## src/hw/rtl/spq_pkg.sv

```systemverilog
package spq_pkg;

  localparam logic OP_PUSH = 1'b0;
  localparam logic OP_POP  = 1'b1;

  typedef struct packed {
    logic       op;
    logic [7:0] task_id;
    logic [7:0] prio;
  } in_word_t;

  typedef struct packed {
    logic [7:0] popped_task;
    logic       popped_valid;
    logic [7:0] head_task;
    logic [7:0] head_prio;
    logic       is_empty;
    logic [5:0] entry_count;
    logic       overflow;
  } out_word_t;

  // per-cycle command broadcast to every cell
  typedef struct packed {
    logic push;
    logic pop;
  } spq_ctrl_t;

endpackage

```

## src/hw/rtl/spq_cell.sv

```systemverilog
module spq_cell #(
  parameter int ID_BITS   = 8,
  parameter int PRIO_BITS = 8
) (
  input  logic                 clk,
  input  spq_pkg::spq_ctrl_t   ctrl,
  input  logic                 occupied,
  input  logic [ID_BITS-1:0]   new_task,
  input  logic [PRIO_BITS-1:0] new_prio,
  input  logic                 prev_stays,
  input  logic [ID_BITS-1:0]   prev_task,
  input  logic [PRIO_BITS-1:0] prev_prio,
  input  logic [ID_BITS-1:0]   next_task,
  input  logic [PRIO_BITS-1:0] next_prio,
  output logic                 stays,
  output logic [ID_BITS-1:0]   task_q,
  output logic [PRIO_BITS-1:0] prio_q,
  output logic [ID_BITS-1:0]   task_nxt,
  output logic [PRIO_BITS-1:0] prio_nxt
);
  import spq_pkg::*;

  logic [ID_BITS-1:0]   task_r;
  logic [PRIO_BITS-1:0] prio_r;

  // an entry with equal or lower number keeps its place ahead of the new one
  assign stays = occupied && (prio_r <= new_prio);

  always_comb begin
    task_nxt = task_r;
    prio_nxt = prio_r;
    if (ctrl.push) begin
      if (!stays) begin
        if (prev_stays) begin
          task_nxt = new_task;
          prio_nxt = new_prio;
        end else begin
          task_nxt = prev_task;
          prio_nxt = prev_prio;
        end
      end
    end else if (ctrl.pop) begin
      task_nxt = next_task;
      prio_nxt = next_prio;
    end
  end

  always_ff @(posedge clk) begin
    task_r <= task_nxt;
    prio_r <= prio_nxt;
  end

  assign task_q = task_r;
  assign prio_q = prio_r;

endmodule

```

## src/hw/rtl/stable_sorted_priority_queue.sv

```systemverilog
// stable sorted priority queue of task handles
//
// input channel (in_valid / in_stall / in_word): one word is one command,
// op push inserts task_id with prio, op pop removes the head entry. entries
// are kept sorted by ascending prio in a row of cells; equal priorities leave
// in arrival order. a push into a full queue is dropped and flagged overflow.
//
// result channel (out_valid / out_stall / out_word): exactly one word per
// command, shown in the cycle after the command is accepted. it carries the
// popped handle, the head after the command, the empty flag and the count.
//
// throughput is one command per cycle while the output is not stalled: every
// cell compares and shifts in the same cycle. the result sits in an output
// register; while the receiver stalls and that register is full, in_stall
// is raised and no further command is taken.
//
// reset clears the entry count and the output valid; cell contents are left
// as they are and only read once written.
module stable_sorted_priority_queue #(
  parameter int DEPTH     = 32,
  parameter int ID_BITS   = 8,
  parameter int PRIO_BITS = 8
) (
  input  logic               clk,
  input  logic               rst_n,
  input  logic               in_valid,
  output logic               in_stall,
  input  spq_pkg::in_word_t  in_word,
  output logic               out_valid,
  input  logic               out_stall,
  output spq_pkg::out_word_t out_word
);
  import spq_pkg::*;

  localparam int CNT_W = $clog2(DEPTH + 1);

  // control
  logic               accept;
  logic               is_push;
  logic               full;
  logic               empty;
  spq_ctrl_t          ctrl;
  logic [CNT_W-1:0]   count_r;
  logic [CNT_W-1:0]   count_nxt;

  // new entry, fitted to the stored widths
  logic [39:0]          id_ext;
  logic [39:0]          pr_ext;
  logic [ID_BITS-1:0]   new_task;
  logic [PRIO_BITS-1:0] new_prio;

  // cell row wiring
  logic                 cell_occ   [DEPTH];
  logic                 cell_stays [DEPTH];
  logic                 prev_stays [DEPTH];
  logic [ID_BITS-1:0]   cell_task  [DEPTH];
  logic [PRIO_BITS-1:0] cell_prio  [DEPTH];
  logic [ID_BITS-1:0]   prev_task  [DEPTH];
  logic [PRIO_BITS-1:0] prev_prio  [DEPTH];
  logic [ID_BITS-1:0]   next_task  [DEPTH];
  logic [PRIO_BITS-1:0] next_prio  [DEPTH];
  logic [ID_BITS-1:0]   task_nxt   [DEPTH];
  logic [PRIO_BITS-1:0] prio_nxt   [DEPTH];

  // result assembly
  logic [39:0]  head_task_ext;
  logic [39:0]  head_prio_ext;
  logic [39:0]  pop_task_ext;
  logic [31:0]  count_ext;
  out_word_t    res;
  logic         out_valid_r;
  logic         out_valid_nxt;
  out_word_t    out_word_r;

  // output register full and not draining holds off the input
  assign in_stall = out_valid_r && out_stall;
  assign accept   = in_valid && !in_stall;

  assign full    = (count_r == CNT_W'(DEPTH));
  assign empty   = (count_r == '0);
  assign is_push = (in_word.op == OP_PUSH);

  assign ctrl.push = accept && is_push && !full;
  assign ctrl.pop  = accept && !is_push && !empty;

  always_comb begin
    count_nxt = count_r;
    if (ctrl.push) begin
      count_nxt = count_r + CNT_W'(1);
    end else if (ctrl.pop) begin
      count_nxt = count_r - CNT_W'(1);
    end
  end

  assign id_ext   = 40'(in_word.task_id);
  assign pr_ext   = 40'(in_word.prio);
  assign new_task = id_ext[ID_BITS-1:0];
  assign new_prio = pr_ext[PRIO_BITS-1:0];

  genvar gi;
  generate
    for (gi = 0; gi < DEPTH; gi++) begin : g_cell
      assign cell_occ[gi] = (CNT_W'(gi) < count_r);

      // head cell sees an always-staying neighbor in front of it
      if (gi == 0) begin : g_head
        assign prev_stays[gi] = 1'b1;
        assign prev_task[gi]  = '0;
        assign prev_prio[gi]  = '0;
      end else begin : g_body
        assign prev_stays[gi] = cell_stays[gi-1];
        assign prev_task[gi]  = cell_task[gi-1];
        assign prev_prio[gi]  = cell_prio[gi-1];
      end

      // tail cell pulls in nothing on a pop
      if (gi == DEPTH - 1) begin : g_tail
        assign next_task[gi] = '0;
        assign next_prio[gi] = '0;
      end else begin : g_inner
        assign next_task[gi] = cell_task[gi+1];
        assign next_prio[gi] = cell_prio[gi+1];
      end

      spq_cell #(
        .ID_BITS   (ID_BITS),
        .PRIO_BITS (PRIO_BITS)
      ) u_cell (
        .clk        (clk),
        .ctrl       (ctrl),
        .occupied   (cell_occ[gi]),
        .new_task   (new_task),
        .new_prio   (new_prio),
        .prev_stays (prev_stays[gi]),
        .prev_task  (prev_task[gi]),
        .prev_prio  (prev_prio[gi]),
        .next_task  (next_task[gi]),
        .next_prio  (next_prio[gi]),
        .stays      (cell_stays[gi]),
        .task_q     (cell_task[gi]),
        .prio_q     (cell_prio[gi]),
        .task_nxt   (task_nxt[gi]),
        .prio_nxt   (prio_nxt[gi])
      );
    end
  endgenerate

  // head after the command is what the front cell is about to hold
  assign head_task_ext = 40'(task_nxt[0]);
  assign head_prio_ext = 40'(prio_nxt[0]);
  assign pop_task_ext  = 40'(cell_task[0]);
  assign count_ext     = 32'(count_nxt);

  always_comb begin
    res              = '0;
    res.popped_valid = ctrl.pop;
    res.popped_task  = ctrl.pop ? pop_task_ext[7:0] : 8'd0;
    res.is_empty     = (count_nxt == '0);
    res.head_task    = res.is_empty ? 8'd0 : head_task_ext[7:0];
    res.head_prio    = res.is_empty ? 8'd0 : head_prio_ext[7:0];
    res.entry_count  = count_ext[5:0];
    res.overflow     = is_push && full;
  end

  assign out_valid_nxt = accept || (out_valid_r && out_stall);

  always_ff @(posedge clk) begin
    if (!rst_n) begin
      count_r     <= '0;
      out_valid_r <= 1'b0;
    end else begin
      count_r     <= count_nxt;
      out_valid_r <= out_valid_nxt;
    end
  end

  always_ff @(posedge clk) begin
    if (accept) begin
      out_word_r <= res;
    end
  end

  assign out_valid = out_valid_r;
  assign out_word  = out_word_r;

endmodule
```

## config.mk

```make
export PLATFORM = sky130hd
export DESIGN_NAME = stable_sorted_priority_queue
export DESIGN_NICKNAME = d
export VERILOG_FILES = /design/src/hw/rtl/spq_pkg.sv /design/src/hw/rtl/spq_cell.sv /design/src/hw/rtl/stable_sorted_priority_queue.sv
export SDC_FILE = /design/constraint.sdc
export NUM_CORES = 2
export LEC_CHECK = 0
export CORE_MARGIN = 2
export CORE_UTILIZATION = 40
export DETAILED_ROUTE_END_ITERATION = 16
export DONT_BUFFER_PORTS = 1
export GPL_TIMING_DRIVEN = 0
export MAX_ROUTING_LAYER = met4
export SLEW_MARGIN = 20
export SYNTH_ARGS = -nofsm -noshare
export SYNTH_HDL_FRONTEND = slang
export SYNTH_HIERARCHICAL = 1
export SYNTH_SLANG_ARGS = --single-unit
```

## constraint.sdc

```tcl
create_clock -name clk -period 8.54 [get_ports clk]
set_input_delay 0.427 -clock clk [delete_from_list [all_inputs] [get_ports clk]]
set_output_delay 0.427 -clock clk [all_outputs]
set_load 0.02 [all_outputs]
```

## Yosys cells after proc, flatten, opt, wreduce, memory -nomap -nowiden

Cells that the tools add are included.

- Register bits: 552
- Bits of input ports: 21
- Output and inout port bits: 35
- Word-level logic and storage cells: 504

- Reduce and logical (&&, ||, !) cells: 77
- Muxes and demuxes: 255
- Equality and inequality tests: 32
- Bitwise logic cells: 1
- $lt $le $gt $ge: 64
- $add $sub $neg: 2

Operators by type and width:

| cell | count |
|---|---|
| $mux 8 | 253 |
| $le 8x8->1 | 32 |
| $lt 5x6->1 const A | 16 |
| $ne 2x2->1 const B | 31 |
| $reduce_and 2->1 | 31 |
| $lt 4x6->1 const A | 8 |
| $logic_and 1x1->1 | 39 |
| $lt 3x6->1 const A | 4 |
| $logic_not 6->1 | 2 |
| $lt 1x6->1 const A | 2 |
| $lt 2x6->1 const A | 2 |
| $mux 6 | 2 |
| $add 6x1->6 const B | 1 |
| $eq 6x6->1 const B | 1 |
| $sub 6x1->6 const B | 1 |
| $logic_not 1->1 | 3 |
| $reduce_bool 2->1 | 1 |
| $logic_or 1x1->1 | 1 |
| $not 1->1 | 1 |

## Longest topological paths before layout

- Word-level depth: 8
- Depth in mapped cells: 16
- Gate-level depth less buffers: 10

## Cells and area by module

The synthesis kept the hierarchy.

By module, submodules not included:

| module | cells an instance | seq. area each (um^2) | area an instance (um^2) | times used |
|---|---|---|---|---|
| spq_cell (g_cell[0].u_cell ...) | 145 | 320.3 | 1,423.9 | 28 |
| spq_cell (g_cell[6].u_cell ...) | 145 | 320.3 | 1,467.7 | 4 |
| stable_sorted_priority_queue | 197 | 1,131.1 | 2,162.1 | 1 |

## Worst setup path after synthesis

Ideal clock, no wire load.

- Path type: reg-to-reg
- Start point: register count_r[1]
- End point: register out_word_r, in the netlist out_word[12] (data pin)
- Arrival time: 7,483 ps
- Cell stages (with the launch flop): 11
- Setup slack: 903 ps
- Path through: dfxtp_1 -> clkbuf_1 -> inv_1 -> ha_1 -> nand4bb_1 -> nor2_1 -> nor3_1 -> inv_1 -> clkbuf_1 -> o31ai_1 -> a21boi_0

RTL lines:

| what | line | text |
|---|---|---|
| start, declared | stable_sorted_priority_queue.sv:43 | `logic [CNT_W-1:0] count_r;` |
| start signal, assigned | stable_sorted_priority_queue.sv:172 | `count_r <= count_nxt;` |
| end signal, assigned | stable_sorted_priority_queue.sv:179 | `out_word_r <= res;` |
| end, declared | stable_sorted_priority_queue.sv:73 | `out_word_t out_word_r;` |

==> key figures <==
Cells and area
  – Final core utilization: 0.444
  – Area grow syn2layout: 9.85%
  – Layout cells sized above 1: 0.352
  – Layout fillers: 11400
  – Nets@finish: 5238
  – Finished Layout Cells: 6615

Critical path
  – CP cell instances: clkbuf_1 > inv_1 > ha_1 > buf_2 > nor2b_1 > o21ai_0 > nand2b_1 > buf_2 > clkinv_1 > clkbuf_8 > nor3_1 > buf_2 > buf_2 > mux2_2 > a31oi_1 > o31ai_2
  – CP Launch Type: register
  – Most used cell, CP: buf_2
  – CP max stage delay: 370 ps
  – CP Class: register to register
  – CP arrival: 5070 ps
  – Worst r2r src: count_r[1]
  – Register-to-Register Path Depth: 16
  – Setup crit end kind: register
  – CP max-delay cell: dfxtp_1
  – Critical path fanouts, max: 10
  – WP data required: 9050 ps
  – Worst r2r dst: g_cell[21].u_cell/prio_q[5]
  – R2R setup slack: 3980 ps

Routing
  – Routed length per instance: 21.9 um
  – Final ANT Viol Nets: 0
  – Vias: 41200
  – Drt total wl: 145 mm
  – Initial DRC Count: 3349
  – Vias/cell: 6.23
  – DRC viols: 0
  – Drt pass-1 iters: 6

GRT
  – Met1 GRT Util: 0.314
  – Met3 Track Usage GR: 0.0275
  – Met2 global-route usage: 0.378
  – First-pass GRT wire length: 232 mm
  – GRT Overall Usage: 0.236
  – Largest net degree at the start of global routing: 65
  – Vias in the first global route: 40400
  – GR peak layer: met2
  – Initial antenna violation count: 1
  – Overflow after GRT: 0

Placement
  – Port bufs: 0
  – Setup WS pre-CTS: 3990 ps
  – Routability congestion estimate: 0.853
  – DP Wirelength: 103 mm
  – Placed cells: 6480

STA
  – Fin crit share: 0.534
  – Fin. Hold Viols: 0
  – Final setup vio count: 0
  – Worst relative slew slack: 0.390
  – Peak Freq: 219 MHz
  – RSZ-0062 raised after global routing: no
  – Skew final: 25.0 ps
  – Tightest Pin Transition: 915 ps
  – Fin. max-slew vios: 0
  – Clock period minus worst slack: 4560 ps
  – Post-route setup slack: 3980 ps

Die
  – Die width: 350 um
  – Std cell rows: 126
  – Die area: 0.123 sq mm
  – Initial Util: 0.405
  – Die height: 350 um
  – IO Pins: 56
  – Core area: 0.118 sq mm

Yosys
  – Synth Area per Inst: 9.90 sq um
  – Warnings from Yosys: 6
  – Post-Syn Instances: 4836
  – Cell area after synthesis: 0.0479 sq mm

Pwr
  – LEAKAGE: 0.0187 uW
  – Final Total Pwr: 17700 uW
  – VDD IR-drop max: 0.000156 V
  – PwrDens: 336 mW/mm^2

Clocking
  – # clock sinks: 552
  – # resized after CTS: 0
  – Clock slew at reported path FFs: 60 ps
  – Setup bufs post-CTS: 0
  – CTS Hold Bufs: 2
  – Clock Root Buffer: clkbuf_16
  – CTS tree: built
  – H-tree levels: 3
  – Worst-skew pair later-pin latency: 650 ps
  – Cts bufs inserted: 73
  – Deepest clock path buffer count: 3

Run status
  – Status: finished clean

Min path
  – HP Start: in_word[13]
  – Hold Crit Depth: 3
  – Hold endpoint: g_cell[21].u_cell/task_q[5]
  – Worst min path class: primary input to register

Run
  – MaxCap Viol Count: 0
[state kept, by name, summed over array words and instances (netlist names)]
signal                count
g_cell.u_cell/prio_q    256
g_cell.u_cell/task_q    256
out_word                 33
count_r                   6
out_valid                 1
[through the flow]
stage	hold slack, ps	cell area [sq um]	setup TNS [ps]
final	129	52600	0
after global routing	121	52600	0
after CTS	107	52600	0
after detailed placement	510	50100	0
after global placement	505	50000	-3080680
after floorplan	472	48000	0
[worst max-delay path: cells and delay by family (launching register included)]
| family | cells | cell delay (ps) |
|---|---|---|
| simple gates | 3 | 670 |
| compound gates | 3 | 410 |
| mux | 1 | 360 |
| buf+inv | 8 | 2240 |
| flops | 1 | 370 |
| fa+ha+maj | 1 | 370 |
[cell usage in the layout, fill, tap and decap left out, types with 32 or more instances in the layout]
cell type and count:
buf_4 69, a21oi_1 98, nor2_1 38, inv_1 298, o31ai_1 224, nor2b_1 66
mux2_2 512, ha_1 260, nand4_4 32, buf_2 98, a211oi_4 32, nor3_1 34
o31ai_2 288, nand2_1 46, clkinv_1 32, a22oi_1 513, clkbuf_8 68, clkbuf_16 77
a31oi_1 513, nor4_2 288, nand4_1 33, buf_6 80, nor4_1 225, conb_1 33
o21ai_1 32, o21ai_2 32, clkbuf_1 168, a211o_2 32, dfxtp_1 519, nor2b_2 32
nor2_4 32, edfxtp_1 33, o211ai_2 32
[final cells by class]
class                      instances  area (sq um)  area share
buffer                           461          3470      0.0659
clock inverter                    15           164     0.00312
antenna                            1          2.50   0.0000476
inverter                         332          1250      0.0237
clock buffer                     117          2280      0.0433
timing repair buffer              15           146     0.00278
tap                             1600          2000      0.0380
sequential                       552         11400       0.216
multi-input combinational       3522         31900       0.607
[report_power, final]
| group | leakage, uW | total [uW] | internal [uW] | switching, uW |
|---|---|---|---|---|
| combinational | 0.0128 | 8780 | 4110 | 4670 |
| sequential | 0.00464 | 5690 | 3820 | 1870 |
| clock | 0.00120 | 3190 | 1910 | 1280 |
[worst max-delay path by stage]
stage	start	to	slack (ps)	depth (start not counted)
after floorplan	count_r[1]	out_word[12]	900	10
after global placement	count_r[1]	out_word[18]	-6330	10
after detailed placement	count_r[1]	g_cell[21].u_cell/task_q[6]	3990	16
after CTS	count_r[1]	g_cell[21].u_cell/task_q[6]	3970	16
after global routing	count_r[1]	g_cell[21].u_cell/task_q[6]	3740	16
final	count_r[1]	g_cell[21].u_cell/prio_q[5]	3980	16
[layer usage]
layer	routed length (um)	up-vias
met3	6260	208
met5	0	-
met2	66600	1044
li1	-	19700
met4	3460	0
met1	68300	20200
Power figures use the tool's default switching activity.
